## src/rtl/core/ct_pkg.sv

```systemverilog
// Shared types and constants for the columnar transposition block.
// No dependencies; every other file in rtl/core except ct_ram imports this package.
package ct_pkg;

  // Configuration port
  localparam int CFG_IDX_W  = 2;
  localparam int CFG_DATA_W = 4;

  localparam logic [CFG_IDX_W-1:0] CFG_COLUMNS   = 2'd0;
  localparam logic [CFG_IDX_W-1:0] CFG_ROUNDS    = 2'd1;
  localparam logic [CFG_IDX_W-1:0] CFG_DIRECTION = 2'd2;

  localparam logic [CFG_DATA_W-1:0] COLUMNS_RESET = 4'd5;
  localparam logic [CFG_DATA_W-1:0] ROUNDS_RESET  = 4'd1;
  localparam logic                  DIR_ENCRYPT   = 1'b0;
  localparam logic                  DIR_DECRYPT   = 1'b1;

  // Column range: 1..8, held internally as columns minus one
  localparam int                    NUM_COLUMNS = 8;
  localparam int                    COL_IDX_W   = 3;
  localparam logic [CFG_DATA_W-1:0] MAX_COLUMNS = 4'd8;

  // Byte codes
  localparam logic [7:0] CHAR_SPACE = 8'h20;
  localparam logic [7:0] CHAR_X     = 8'h78;
  localparam logic [7:0] CHAR_NUL   = 8'h00;

  typedef struct packed {
    logic [7:0] char_in;
    logic       is_last;
  } ct_in_t;

  typedef struct packed {
    logic [7:0] char_out;
    logic       last_out;
    logic       overflowed;
  } ct_out_t;

  typedef enum logic [2:0] {
    ST_LOAD,
    ST_CALC,
    ST_ROUND_RD,
    ST_DRAIN,
    ST_EMIT_RD,
    ST_EMIT_LOAD,
    ST_EMIT_HOLD
  } ct_state_t;

  // Controller to datapath
  typedef struct packed {
    logic take_input;
    logic calc_clear;
    logic calc_step;
    logic round_start;
    logic round_step;
    logic round_end;
    logic emit_start;
    logic emit_load_char;
    logic emit_load_sep;
    logic emit_next;
    logic msg_clear;
  } ct_cmd_t;

  // Datapath to controller
  typedef struct packed {
    logic last_taken;
    logic calc_done;
    logic round_end_cell;
    logic last_round;
    logic emit_end_cell;
    logic group_full;
    logic out_taken;
  } ct_status_t;

endpackage

```

## src/rtl/core/columnar_transposition_top.sv

```systemverilog
// Top level of the unkeyed columnar transposition block.
// Depends on ct_pkg, ct_ctrl, ct_datapath (and ct_ram through it).
//
// Message bytes arrive on the item channel, one beat per cycle, until a beat
// with is_last set. Accepted bytes within the grid capacity, spaces too, count
// toward the message length; spaces are not stored. Bytes past the grid
// capacity, floor(GRID_CELLS / columns) * columns, are dropped and every
// result beat of that message then carries overflowed. After the last byte the
// item channel stalls until the final result beat is taken. The row count is
// found by repeated addition, one row per cycle. Each round then walks the
// cells = rows * columns grid once, read from one grid RAM and written to the
// other. Emission reads one byte per RAM access, through a read, a load and a
// hold state until the result is taken; each group separator adds one more
// hold. Encrypt fills row by row with 'x' padding and reads column by column;
// decrypt does the reverse, pads with zero bytes and shows every 'x' as a
// space. A space follows every GROUP_SIZE output bytes, including the final
// group, and last_out marks the final beat. The grid RAMs are never cleared:
// stale cells read in the first round past the stored bytes become padding.
// Configuration (columns 0 acts as 1, above 8 as 8; rounds 0 acts as 1) must
// be written only while idle; the block itself does not enforce this.
module columnar_transposition_top #(
  parameter int GRID_CELLS = 48,
  parameter int GROUP_SIZE = 5
) (
  input  logic                          clk,
  input  logic                          rst,
  input  logic                          cfg_we,
  input  logic [ct_pkg::CFG_IDX_W-1:0]  cfg_index,
  input  logic [ct_pkg::CFG_DATA_W-1:0] cfg_data,
  input  logic                          item_valid,
  output logic                          item_stall,
  input  ct_pkg::ct_in_t                item,
  output logic                          result_valid,
  input  logic                          result_stall,
  output ct_pkg::ct_out_t               result
);

  import ct_pkg::*;

  ct_cmd_t    cmd;
  ct_status_t status;

  // Take input beats only while loading a message
  assign item_stall = ~cmd.take_input;

  ct_ctrl u_ctrl (
    .clk    (clk),
    .rst    (rst),
    .status (status),
    .cmd    (cmd)
  );

  ct_datapath #(
    .GRID_CELLS (GRID_CELLS),
    .GROUP_SIZE (GROUP_SIZE)
  ) u_datapath (
    .clk          (clk),
    .rst          (rst),
    .cfg_we       (cfg_we),
    .cfg_index    (cfg_index),
    .cfg_data     (cfg_data),
    .item_valid   (item_valid),
    .item         (item),
    .result_stall (result_stall),
    .result_valid (result_valid),
    .result       (result),
    .cmd          (cmd),
    .status       (status)
  );

endmodule

```

## src/rtl/core/ct_ram.sv

```systemverilog
// Generic single-write, single-read RAM with registered read data.
// No dependencies.
module ct_ram #(
  parameter int WIDTH = 8,
  parameter int DEPTH = 48
) (
  input  logic                     clk,
  input  logic                     we,
  input  logic [$clog2(DEPTH)-1:0] waddr,
  input  logic [WIDTH-1:0]         wdata,
  input  logic [$clog2(DEPTH)-1:0] raddr,
  output logic [WIDTH-1:0]         rdata
);

  logic [WIDTH-1:0] mem [DEPTH];

  always_ff @(posedge clk) begin
    if (we) begin
      mem[waddr] <= wdata;
    end
    rdata <= mem[raddr];
  end

endmodule

```

## src/rtl/core/ct_ctrl.sv

```systemverilog
// Sequencer for the columnar transposition block: load, row count,
// transposition rounds and grouped emission. Depends on ct_pkg.
module ct_ctrl (
  input  logic               clk,
  input  logic               rst,
  input  ct_pkg::ct_status_t status,
  output ct_pkg::ct_cmd_t    cmd
);

  import ct_pkg::*;

  ct_state_t state, state_next;

  always_ff @(posedge clk) begin
    if (rst) begin
      state <= ST_LOAD;
    end else begin
      state <= state_next;
    end
  end

  always_comb begin
    state_next = state;
    cmd        = '0;
    unique case (state)
      ST_LOAD: begin
        cmd.take_input = 1'b1;
        cmd.calc_clear = 1'b1;
        if (status.last_taken) begin
          state_next = ST_CALC;
        end
      end
      ST_CALC: begin
        if (status.calc_done) begin
          cmd.round_start = 1'b1;
          state_next      = ST_ROUND_RD;
        end else begin
          cmd.calc_step = 1'b1;
        end
      end
      ST_ROUND_RD: begin
        cmd.round_step = 1'b1;
        if (status.round_end_cell) begin
          state_next = ST_DRAIN;
        end
      end
      ST_DRAIN: begin
        // last write of the round lands here; flip grids
        cmd.round_end = 1'b1;
        if (status.last_round) begin
          cmd.emit_start = 1'b1;
          state_next     = ST_EMIT_RD;
        end else begin
          cmd.round_start = 1'b1;
          state_next      = ST_ROUND_RD;
        end
      end
      ST_EMIT_RD: begin
        state_next = ST_EMIT_LOAD;
      end
      ST_EMIT_LOAD: begin
        cmd.emit_load_char = 1'b1;
        state_next         = ST_EMIT_HOLD;
      end
      ST_EMIT_HOLD: begin
        if (status.out_taken) begin
          if (status.group_full) begin
            cmd.emit_load_sep = 1'b1;
          end else if (status.emit_end_cell) begin
            cmd.msg_clear = 1'b1;
            state_next    = ST_LOAD;
          end else begin
            cmd.emit_next = 1'b1;
            state_next    = ST_EMIT_RD;
          end
        end
      end
      default: begin
        state_next = ST_LOAD;
      end
    endcase
  end

endmodule

```

## src/rtl/core/ct_datapath.sv

```systemverilog
// Datapath: config registers, message counters, two grid RAMs used
// ping-pong, transposition address walker and output register.
// Depends on ct_pkg and ct_ram.
module ct_datapath #(
  parameter int GRID_CELLS = 48,
  parameter int GROUP_SIZE = 5
) (
  input  logic                               clk,
  input  logic                               rst,
  input  logic                               cfg_we,
  input  logic [ct_pkg::CFG_IDX_W-1:0]       cfg_index,
  input  logic [ct_pkg::CFG_DATA_W-1:0]      cfg_data,
  input  logic                               item_valid,
  input  ct_pkg::ct_in_t                     item,
  input  logic                               result_stall,
  output logic                               result_valid,
  output ct_pkg::ct_out_t                    result,
  input  ct_pkg::ct_cmd_t                    cmd,
  output ct_pkg::ct_status_t                 status
);

  import ct_pkg::*;

  localparam int ADDR_W = $clog2(GRID_CELLS);
  localparam int CNT_W  = $clog2(GRID_CELLS + 1);
  localparam int GRP_W  = $clog2(GROUP_SIZE + 1);

  // ---------------- configuration ----------------
  logic [CFG_DATA_W-1:0] columns;
  logic [CFG_DATA_W-1:0] rounds;
  logic                  direction;

  always_ff @(posedge clk) begin
    if (rst) begin
      columns   <= COLUMNS_RESET;
      rounds    <= ROUNDS_RESET;
      direction <= DIR_ENCRYPT;
    end else if (cfg_we) begin
      unique case (cfg_index)
        CFG_COLUMNS:   columns   <= cfg_data;
        CFG_ROUNDS:    rounds    <= cfg_data;
        CFG_DIRECTION: direction <= cfg_data[0];
        default: ;
      endcase
    end
  end

  logic [COL_IDX_W-1:0]  col_m1;
  logic [CNT_W-1:0]      col_cnt;
  logic [CFG_DATA_W-1:0] num_rounds;
  logic                  decrypt;

  always_comb begin
    if (columns == '0) begin
      col_m1 = '0;
    end else if (columns > MAX_COLUMNS) begin
      col_m1 = COL_IDX_W'(MAX_COLUMNS - CFG_DATA_W'(1));
    end else begin
      col_m1 = COL_IDX_W'(columns - CFG_DATA_W'(1));
    end
  end

  assign col_cnt    = CNT_W'(col_m1) + CNT_W'(1);
  assign num_rounds = (rounds == '0) ? CFG_DATA_W'(1) : rounds;
  assign decrypt    = (direction == DIR_DECRYPT);

  // Per-column-count row limit and capacity, fixed at elaboration
  logic [CNT_W-1:0] maxrows_tab [NUM_COLUMNS];
  logic [CNT_W-1:0] cap_tab     [NUM_COLUMNS];

  for (genvar k = 0; k < NUM_COLUMNS; k++) begin : g_tab
    localparam int MaxRows = GRID_CELLS / (k + 1);
    localparam int Cap     = MaxRows * (k + 1);
    assign maxrows_tab[k] = CNT_W'(MaxRows);
    assign cap_tab[k]     = CNT_W'(Cap);
  end

  logic [CNT_W-1:0] maxrows;
  logic [CNT_W-1:0] cap;

  assign maxrows = maxrows_tab[col_m1];
  assign cap     = cap_tab[col_m1];

  // ---------------- message load ----------------
  logic [CNT_W-1:0] msg_len;
  logic [CNT_W-1:0] filled;
  logic             ovf;
  logic             accept;
  logic             room;
  logic             store;

  assign accept = item_valid & cmd.take_input;
  assign room   = (msg_len < cap);
  assign store  = accept & room & (item.char_in != CHAR_SPACE)
                  & (filled < CNT_W'(GRID_CELLS));

  always_ff @(posedge clk) begin
    if (rst || cmd.msg_clear) begin
      msg_len <= '0;
      filled  <= '0;
      ovf     <= 1'b0;
    end else if (accept) begin
      if (room) begin
        msg_len <= msg_len + CNT_W'(1);
      end else begin
        ovf <= 1'b1;
      end
      if (store) begin
        filled <= filled + CNT_W'(1);
      end
    end
  end

  // ---------------- row count ----------------
  logic [CNT_W-1:0] rows;
  logic [CNT_W-1:0] cells;

  always_ff @(posedge clk) begin
    if (rst || cmd.calc_clear) begin
      rows  <= '0;
      cells <= '0;
    end else if (cmd.calc_step) begin
      rows  <= rows + CNT_W'(1);
      cells <= cells + col_cnt;
    end
  end

  // ---------------- transposition rounds ----------------
  logic [ADDR_W-1:0]     p;
  logic [ADDR_W-1:0]     inner;
  logic [ADDR_W-1:0]     outer;
  logic [ADDR_W-1:0]     dst;
  logic [CFG_DATA_W-1:0] rd_cnt;
  logic                  src_sel;   // 0: read grid A, write grid B
  logic                  wr_v;
  logic [ADDR_W-1:0]     wr_dst;
  logic                  wr_pad;

  logic [CNT_W-1:0] lim;
  logic [CNT_W-1:0] stride;
  logic [CNT_W:0]   dst_sum;
  logic             inner_wrap;

  assign lim        = decrypt ? rows : col_cnt;
  assign stride     = decrypt ? col_cnt : rows;
  assign dst_sum    = (CNT_W + 1)'(dst) + (CNT_W + 1)'(stride);
  assign inner_wrap = (CNT_W'(inner) == lim - CNT_W'(1));

  always_ff @(posedge clk) begin
    if (cmd.round_start) begin
      p     <= '0;
      inner <= '0;
      outer <= '0;
      dst   <= '0;
    end else if (cmd.round_step) begin
      p <= p + ADDR_W'(1);
      if (inner_wrap) begin
        inner <= '0;
        outer <= outer + ADDR_W'(1);
        dst   <= outer + ADDR_W'(1);
      end else begin
        inner <= inner + ADDR_W'(1);
        dst   <= dst_sum[ADDR_W-1:0];
      end
    end
  end

  always_ff @(posedge clk) begin
    if (rst || cmd.calc_clear) begin
      src_sel <= 1'b0;
      rd_cnt  <= '0;
    end else if (cmd.round_end) begin
      src_sel <= ~src_sel;
      rd_cnt  <= rd_cnt + CFG_DATA_W'(1);
    end
  end

  always_ff @(posedge clk) begin
    if (rst) begin
      wr_v <= 1'b0;
    end else begin
      wr_v <= cmd.round_step;
    end
    wr_dst <= dst;
    wr_pad <= (rd_cnt == '0) && (CNT_W'(p) >= filled);
  end

  // ---------------- grid memories ----------------
  logic [ADDR_W-1:0] emit_p;
  logic [ADDR_W-1:0] raddr;
  logic [7:0]        rdata_a;
  logic [7:0]        rdata_b;
  logic [7:0]        src_data;
  logic [7:0]        round_val;
  logic [7:0]        pad_val;
  logic              we_a;
  logic              we_b;
  logic [ADDR_W-1:0] waddr_a;
  logic [7:0]        wdata_a;

  assign raddr    = cmd.round_step ? p : emit_p;
  assign src_data = src_sel ? rdata_b : rdata_a;
  assign pad_val  = decrypt ? CHAR_NUL : CHAR_X;

  always_comb begin
    round_val = wr_pad ? pad_val : src_data;
    if (!decrypt && round_val == CHAR_NUL) begin
      round_val = CHAR_X;
    end
  end

  assign we_a    = store | (wr_v & src_sel);
  assign waddr_a = store ? ADDR_W'(filled) : wr_dst;
  assign wdata_a = store ? item.char_in : round_val;
  assign we_b    = wr_v & ~src_sel;

  ct_ram #(
    .WIDTH (8),
    .DEPTH (GRID_CELLS)
  ) u_grid_a (
    .clk   (clk),
    .we    (we_a),
    .waddr (waddr_a),
    .wdata (wdata_a),
    .raddr (raddr),
    .rdata (rdata_a)
  );

  ct_ram #(
    .WIDTH (8),
    .DEPTH (GRID_CELLS)
  ) u_grid_b (
    .clk   (clk),
    .we    (we_b),
    .waddr (wr_dst),
    .wdata (round_val),
    .raddr (raddr),
    .rdata (rdata_b)
  );

  // ---------------- emission ----------------
  logic [GRP_W-1:0] grp;
  logic [GRP_W-1:0] grp_inc;
  logic             emit_end;
  logic             out_taken;

  assign grp_inc   = grp + GRP_W'(1);
  assign emit_end  = (CNT_W'(emit_p) == cells - CNT_W'(1));
  assign out_taken = result_valid & ~result_stall;

  always_ff @(posedge clk) begin
    if (cmd.emit_start) begin
      emit_p <= '0;
      grp    <= '0;
    end else begin
      if (cmd.emit_load_char) begin
        grp <= grp_inc;
      end else if (cmd.emit_load_sep) begin
        grp <= '0;
      end
      if (cmd.emit_next) begin
        emit_p <= emit_p + ADDR_W'(1);
      end
    end
  end

  always_ff @(posedge clk) begin
    if (rst) begin
      result_valid <= 1'b0;
    end else if (cmd.emit_load_char || cmd.emit_load_sep) begin
      result_valid <= 1'b1;
    end else if (out_taken) begin
      result_valid <= 1'b0;
    end
  end

  always_ff @(posedge clk) begin
    if (cmd.emit_load_char) begin
      result.char_out   <= (decrypt && src_data == CHAR_X) ? CHAR_SPACE : src_data;
      result.last_out   <= emit_end && (grp_inc != GRP_W'(GROUP_SIZE));
      result.overflowed <= ovf;
    end else if (cmd.emit_load_sep) begin
      result.char_out   <= CHAR_SPACE;
      result.last_out   <= emit_end;
      result.overflowed <= ovf;
    end
  end

  // ---------------- status ----------------
  assign status.last_taken     = accept & item.is_last;
  assign status.calc_done      = (cells >= msg_len) || (rows == maxrows);
  assign status.round_end_cell = (CNT_W'(p) == cells - CNT_W'(1));
  assign status.last_round     = (rd_cnt == num_rounds - CFG_DATA_W'(1));
  assign status.emit_end_cell  = emit_end;
  assign status.group_full     = (grp == GRP_W'(GROUP_SIZE));
  assign status.out_taken      = out_taken;

endmodule

```

## config.mk

```make
export PLATFORM = sky130hd
export DESIGN_NAME = columnar_transposition_top
export DESIGN_NICKNAME = d
export VERILOG_FILES = /design/src/rtl/core/ct_pkg.sv /design/src/rtl/core/columnar_transposition_top.sv /design/src/rtl/core/ct_ram.sv /design/src/rtl/core/ct_ctrl.sv /design/src/rtl/core/ct_datapath.sv
export SDC_FILE = /design/constraint.sdc
export NUM_CORES = 1
export LEC_CHECK = 0
export ABC_AREA = 1
export BUFFER_PORTS_ARGS = -buffer_cell sky130_fd_sc_hd__buf_4
export CAP_MARGIN = 20
export CORE_MARGIN = 2
export CORE_UTILIZATION = 40
export DETAILED_ROUTE_END_ITERATION = 10
export MAX_ROUTING_LAYER = met4
export SLEW_MARGIN = 5
export SYNTH_ARGS = -nofsm -noshare
export SYNTH_HDL_FRONTEND = slang
export SYNTH_SLANG_ARGS = --single-unit
```

## constraint.sdc

```tcl
create_clock -name clk -period 13.9 [get_ports clk]
set_clock_uncertainty 0.2 [all_clocks]
set_input_delay 2.78 -clock clk [delete_from_list [all_inputs] [get_ports clk]]
set_output_delay 2.78 -clock clk [all_outputs]
set_load 0.01 [all_outputs]
```

==> results of run 1 <==
## power by group
group          switching, uW  leakage, uW  internal [uW]
Clock                   1050      0.00152           1460
Sequential              78.5      0.00784           3380
Combinational           1680      0.00486            492
## state kept, by name (all words and copies together) (netlist names), 8 cells and up
signal	flops
u_datapath.u_grid_a.rdata	8
u_datapath.u_grid_a.mem	384
u_datapath.u_grid_b.rdata	8
u_datapath.u_grid_b.mem	384
u_datapath.result	10
## cell usage after synthesis (all sizes together) (4+ instances only)
library cell and instances:
edfxtp 778, nor2 508, o21ai 459, inv 262, nand2 259, nand3 223
a21oi 184, o211ai 142, buf 125, dfxtp 100, clkbuf 50, ha 44
xor2 40, o221ai 31, o22ai 21, nor3 18, nand4 9, or2 7
o21a 6, a31oi 4, mux2i 4, nor4 4, xnor2 4
## per-layer routing
metal / track usage [%] / up-vias
li1: - / 11800
met1: 27.4 / 11900
met2: 31.6 / 844
met3: 3.47 / 179
met4: 6.90 / 0
met5: - / -
## final cells by class
type	instances	area [um2]	area share, %
multi-input cells	1978	10300	24.5
well taps	1254	1570	3.75
flip-flops and latches	878	25400	60.6
repair buffers	68	536	1.28
inverters	262	992	2.37
clock buffers	119	2530	6.04
diodes	1	2.50	0.00598
clock inverters	54	586	1.40
## how the worst max path moves through the flow
stage / from / to / slack, ps / depth (start not counted)
floorplan: item_valid / u_datapath.u_grid_a.mem[0][5] / 7550 / 7
global placement: item[6] / u_datapath.u_grid_a.mem[16][3] / 7640 / 8
detailed placement: item_valid / u_datapath.u_grid_a.mem[5][3] / 7540 / 7
CTS: item_valid / u_datapath.u_grid_a.mem[23][6] / 8240 / 7
global route: u_ctrl.state[1] / u_datapath.u_grid_a.rdata[6] / 8020 / 16
finish: u_ctrl.state[1] / u_datapath.u_grid_a.rdata[4] / 8540 / 14
## worst reg2reg max path: stages (launching register included)
cell and delay [ps]:
dfxtp_1 390, inv_2 80, nor2_2 120, nand2_2 360
nand2_1 340, nand2_8 360, inv_8 760, buf_4 750
buf_4 770, nor2_1 170, o211ai_1 240, nand3_1 140
nand3_1 180, nand3_1 220, nand2_1 190
## cell families (layout without fill, tap and decap cells)
group	after synthesis	in the layout	share of synthesized area, %
other	0	1	0
multiplexers	4	4	0.107
adder cells (fa/ha/maj)	46	46	1.58
buffers and inverters	437	503	5.27
flip-flops	878	878	67.7
AND/OR/NAND/NOR	1032	1032	11.4
XOR/XNOR	44	44	1.03
AO/OA/AOI/OAI	852	852	12.8
## through the flow
stage | setup WS, ps | cells | hold slack, ps | instance area (um2) | utilization, %
floorplan | 7550 | 3293 | 150 | 37400 | -
global route | 8020 | 4614 | 211 | 41800 | 45.0
detailed placement | 7540 | 4438 | 189 | 38700 | 41.6
global placement | 7640 | 4438 | 189 | 38700 | 41.6
CTS | 8240 | 4611 | 198 | 41800 | 44.9
finish | 8540 | 4614 | 198 | 41800 | 45.0
==> results by group, run 1 <==
Critical path
  • Delay-heaviest family, CP: buffers and inverters
  • Cell mode on critical path: nand3_1
  • Largest fanout on the critical path: 137
  • Critical path buffers and inverters: 4
  • Critical Path RT: 14,270 ps
  • Worst Path Arrival: 5730 ps
  • Crit Path Class: register to register
  • RR Endpoint: u_datapath.u_grid_a.rdata[4]
  • CP max stage cell: buf_4
  • Crit path launch type: register
  • R2r startpoint: u_ctrl.state[1]
  • CP Cell Sequence: inv_2 > nor2_2 > nand2_2 > nand2_1 > nand2_8 > inv_8 > buf_4 > buf_4 > nor2_1 > o211ai_1 > nand3_1 > nand3_1 > nand3_1 > nand2_1
  • FF-to-FF path depth: 14
  • R2R setup slack: 8540 ps
  • CP max stage delay: 760 ps
  • Crit. End Element: register

CTS
  • Reg clk slew, reported paths: 60 ps
  • Clock Sink Count: 878
  • CTS hold repair buffers: 0
  • Cts bufs inserted: 93
  • CTS tree: yes
  • Root Driver: clkbuf_16
  • Clk_lat worst skew: 670 ps
  • Clock tree buffer depth: 3
  • H-tree levels: 3
  • Post-CTS Resized: 0
  • Post-CTS setup buffers: 0

Floorplan
  • Die Wd: 310 um
  • Die height: 310 um
  • Initial core utilization: 40.2%
  • Site row count: 112
  • Area of the die: 96,100 um2
  • IO Pins: 32
  • Placeable Area: 93,000 um2

Detailed routing
  • Via count: 24,700
  • Routed wl met3: 6730 um
  • Final WL: 95,400 um
  • Antenna-violating nets left: 0
  • DR iter-0 viols: 2,781
  • # DRC: 0
  • Top Metal Used: met4
  • Vias per inst: 5.35
  • Routed length on met2: 44,300 um
  • M1 wire length: 41,300 um
  • First-pass iteration count of the detailed router: 6
  • DR WL/cell: 20.7 um

Yosys
  • Ys Warns: 0
  • Average size of a mapped cell: 11.4 um2
  • Yosys cell types: 42
  • Post-synth EDFFs: 778
  • Cell area after synthesis: 37,400 um2
  • Mapped Cells: 3,293
  • Post-synth net total: 3,359
  • Sequential-to-total area share from yosys stat: 67.7%
  • Post-synth top area share: 62.4%
  • Top cells by area, synth: edfxtp_1 (62%), dfxtp_1 (5.3%), nor2_1 (5.1%)
  • Seq cells post-synth: 878
  • Synth Flop Type: edfxtp_1
  • Leading area contributor after synthesis: edfxtp_1
  • FFs w/ async S/R, synth: 0%

Final layout
  • Leading cell type in the layout, fill and taps excluded: edfxtp_1
  • Layout cell share with drive strength beyond 1: 7.77%
  • Area growth from synthesis to layout: 11.7%
  • Final nets: 3,347
  • Commonest non-fill, non-tap cells in the layout: edfxtp_1 (778), nor2_1 (501), o21ai_0 (288)
  • Filler cell count: 8,647

Worst hold path
  • Hold Path Sink: u_datapath.wr_dst[3]
  • Hold_sp: u_datapath.dst[3]
  • Worst hold path type: register to register
  • Hold Path Stages: 0

STA
  • Count of final setup violators: 0
  • Min Clock Period, post-route: 5360 ps
  • RSZ-0062 raised after global routing: false
  • Max-slew headroom: 28.1%
  • Final Hold Fails: 0
  • Worst-Margin Slew: 1080 ps
  • Final Cycle Share: 38.6%
  • Fmax: 186 MHz
  • Final Max Tran Viols: 0
  • Setup TNS: 0 ps

Job
  • Max Cap Violations: 0

Placement
  • GP Congestion: 0.866
  • DP Wirelength: 56,200 um
  • IO buf count: 31

Power
  • PwrDens: 195 nW/um2
  • Total Power: 8140 uW
  • Worst VDD drop: 0.000148 V
  • Lkg Pwr: 0.0142 uW

Status
  • Status: finished, final reports clean

Global route
  • Grt ovf: 0
  • Vias in the first global route: 23,600
  • Total GRT Usage: 20.4%
  • First-pass GRT wire length: 145,000 um
  • Largest net degree at the start of global routing: 138
  • Initial antenna violation count: 1
Power figures use the tool's default switching activity.
==> inputs of run 2 (changes only) <==
==> constraint.sdc (replaced) <==
create_clock -name clk -period 4.73 [get_ports clk]
set_clock_uncertainty 0.2 [all_clocks]
set_input_delay 0.946 -clock clk [delete_from_list [all_inputs] [get_ports clk]]
set_output_delay 0.946 -clock clk [all_outputs]
set_load 0.01 [all_outputs]
==> run 2 against run 1 <==
Against the previous run:
- total power grew to 2.9 times the previous value
- worst hold slack lost 4.1 ps
- largest cell class unchanged
- clock power grew to 2.9 times the previous value
- non-clock buffer count grew 41
- global-route usage shrank 0.20 points
==> results by group, run 2 (synthesized netlist as in run 1, its figures left out) <==
STA
  • Final WS setup: 236 ps (-8300 ps)
  • Hold slack: 194 ps (-4.10 ps)
  • Final Cycle Share: 95.0% (+56 points)
  • RSZ-0062 raised after global routing: true
  • Min Clock Period, post-route: 4490 ps (-869 ps)
  • Worst-Margin Slew: 1060 ps (-20.9 ps)
  • Final Max Tran Viols: 0 (unchanged)
  • Max-slew headroom: 29.5% (+1.4 points)
  • Final Hold Fails: 0 (unchanged)
  • Fmax: 223 MHz (+19%)
  • Count of final setup violators: 0 (unchanged)

Detailed routing
  • Vias per inst: 5.38 (+0.62%)
  • DR iter-0 viols: 2,330 (-16%)
  • # DRC: 0 (unchanged)
  • First-pass iteration count of the detailed router: 6 (unchanged)
  • Final WL: 94,900 um (-0.54%)
  • Antenna-violating nets left: 0 (unchanged)
  • DR WL/cell: 20.4 um (-1.3%)
  • Via count: 25,000 (+1.4%)

Floorplan
  • Area of the die: 96,100 um2 (unchanged)
  • Placeable Area: 93,000 um2 (unchanged)
  • Site row count: 112 (unchanged)
  • Die height: 310 um (unchanged)
  • Initial core utilization: 40.2% (unchanged)
  • Die Wd: 310 um (unchanged)
  • IO Pins: 32 (unchanged)

CTS
  • Root Driver: clkbuf_16
  • Reg clk slew, reported paths: 60 ps (about the same)
  • Cts bufs inserted: 91 (-2.2%)
  • CTS hold repair buffers: 0 (unchanged)
  • Post-CTS Resized: 4 (+4)
  • Post-CTS setup buffers: 0 (unchanged)
  • Clock Sink Count: 878 (unchanged)
  • Clock tree buffer depth: 3 (unchanged)
  • H-tree levels: 3 (unchanged)
  • CTS tree: yes
  • Clk_lat worst skew: 670 ps (about the same)

Power
  • PwrDens: 565 nW/um2 (+190%)
  • Clock share of power: 29.8% (-1.0 points)
  • Switching Share: 34.5% (about the same)
  • Sw power: 8280 uW (+190%)
  • Worst VDD drop: 0.000387 V (+160%)
  • Lkg Pwr: 0.0144 uW (+1.4%)
  • Seq pwr share: 42.2% (-0.2 points)
  • Logic gate share of total power: 28.0% (+1.3 points)
  • Internal power: 15,700 uW (+190%)

Global route
  • Vias in the first global route: 23,700 (+0.70%)
  • Initial antenna violation count: 1 (unchanged)
  • First-pass GRT wire length: 144,000 um (-0.39%)
  • Largest net degree at the start of global routing: 126 (-8.7%)
  • Total GRT Usage: 20.2% (-0.20 points)
  • Grt ovf: 0 (unchanged)

Final layout
  • Layout cell share with drive strength beyond 1: 9.96% (+2.2 points)
  • Layout Utilization: 45.6% (+0.67 points)
  • Ant. Diodes: 0 (-1)
  • Commonest non-fill, non-tap cells in the layout: edfxtp_1 (778), nor2_1 (467), o21ai_0 (288)
  • Post-Layout Cell Count: 4,649 (+0.76%)
  • Register area: 25,400 um2 (unchanged)
  • Filler cell count: 8,585 (-0.72%)
  • Area growth from synthesis to layout: 13.4%
  • Final nets: 3,386 (+1.2%)
  • Largest registers: u_datapath.u_grid_a.mem: 384 flops, u_datapath.u_grid_b.mem: 384 flops, u_datapath.result: 10 flops
  • Post-route cell area: 42,500 um2 (+1.5%)
  • Leading cell type in the layout, fill and taps excluded: edfxtp_1
  • Multi-input gate area: 10,500 um2 (+2.3%)

Placement
  • Placed Instances: 4,481 (+0.97%)
  • IO buf count: 31 (unchanged)
  • GP Congestion: 0.866 (about the same)
  • Place WS: -47.5 ps (-7590 ps)
  • Cell Area, Placed: 39,200 um2 (+1.4%)
  • DP Wirelength: 58,200 um (+3.4%)

Critical path
  • Critical Path RT: 4850 ps (-9420 ps)
  • FF-to-FF path depth: 21 (+7)
  • Crit. End Element: register
  • Crit Path Class: register to register
  • RR Endpoint: u_datapath.u_grid_a.mem[43][3]
  • R2R setup slack: 240 ps (-8300 ps)
  • Worst Path Arrival: 4610 ps (-1120 ps)
  • Largest fanout on the critical path: 22 (-84%)
  • R2r startpoint: u_datapath.columns[0]
  • Crit path launch type: register

Status
  • Status: finished, final reports clean

Worst hold path
  • Hold Path Sink: u_datapath.wr_dst[3]
  • Hold_sp: u_datapath.dst[3]
  • Hold Path Stages: 0 (unchanged)
  • Worst hold path type: register to register

Job
  • Max Cap Violations: 0 (unchanged)
==> run 2: final cells by class <==
cell class | instances | area share [%]
tap | 1254 | 3.70
clock buffer | 112 | 5.73
inverter | 262 | 2.34
clock inverter | 56 | 1.36
sequential | 878 | 59.7
multi-input combinational | 1978 | 24.7
timing repair buffer | 109 | 2.43
==> run 2: metrics by stage <==
step                      power (uW)  TNS [ps]
after floorplan                14300         0
after global placement         16900         0
after detailed placement       16900     -1920
after CTS                      24100     -4430
after global routing           25100     -7060
final                          24000         0
==> run 2: worst max path at each step <==
stage                               start  depth (start not counted)                        endpoint
finish              u_datapath.columns[0]                         21  u_datapath.u_grid_a.mem[43][3]
global route        u_datapath.columns[0]                         21  u_datapath.u_grid_a.mem[19][0]
CTS                 u_datapath.columns[0]                         19  u_datapath.u_grid_a.mem[24][5]
detailed placement  u_datapath.columns[0]                         19  u_datapath.u_grid_a.mem[29][7]
global placement    u_datapath.columns[0]                         19  u_datapath.u_grid_a.mem[29][7]
floorplan           u_datapath.columns[0]                         20   u_datapath.u_grid_a.mem[0][4]
==> run 2: metal layers <==
layer | global-route usage (%) | share of wire [%] | vias up
met5 | - | 0 | -
met4 | 6.76 | 2.8 | 0
met3 | 2.70 | 6.5 | 159
met2 | 31.8 | 47 | 835
met1 | 27.2 | 44 | 12200
li1 | - | - | 11900
==> run 2: worst max-delay path, stage by stage (launching register included) <==
cell     delay [ps]
dfxtp_1         310
inv_1            90
ha_1            210
nand2_1          60
nand2_1          90
nand2_1          80
nand2_1         190
inv_1           110
nor2_1          140
inv_1            60
ha_1            290
nand3_1          90
nand2_1          50
nand2_1          50
nand2_1          60
nor2_2          280
nand4_4         330
o21ai_2         170
inv_2            50
nor2_1          280
nand2_1         450
nor2_2          500
==> run 2: power by group through the flow <==
stage / Clock (uW) / Combinational [uW] / Sequential (uW)
global placement: 0 / 6590 / 10300
global route: 7570 / 7370 / 10200
finish: 7160 / 6720 / 10100
detailed placement: 0 / 6620 / 10300
CTS: 7270 / 6660 / 10100
floorplan: 0 / 4030 / 10300
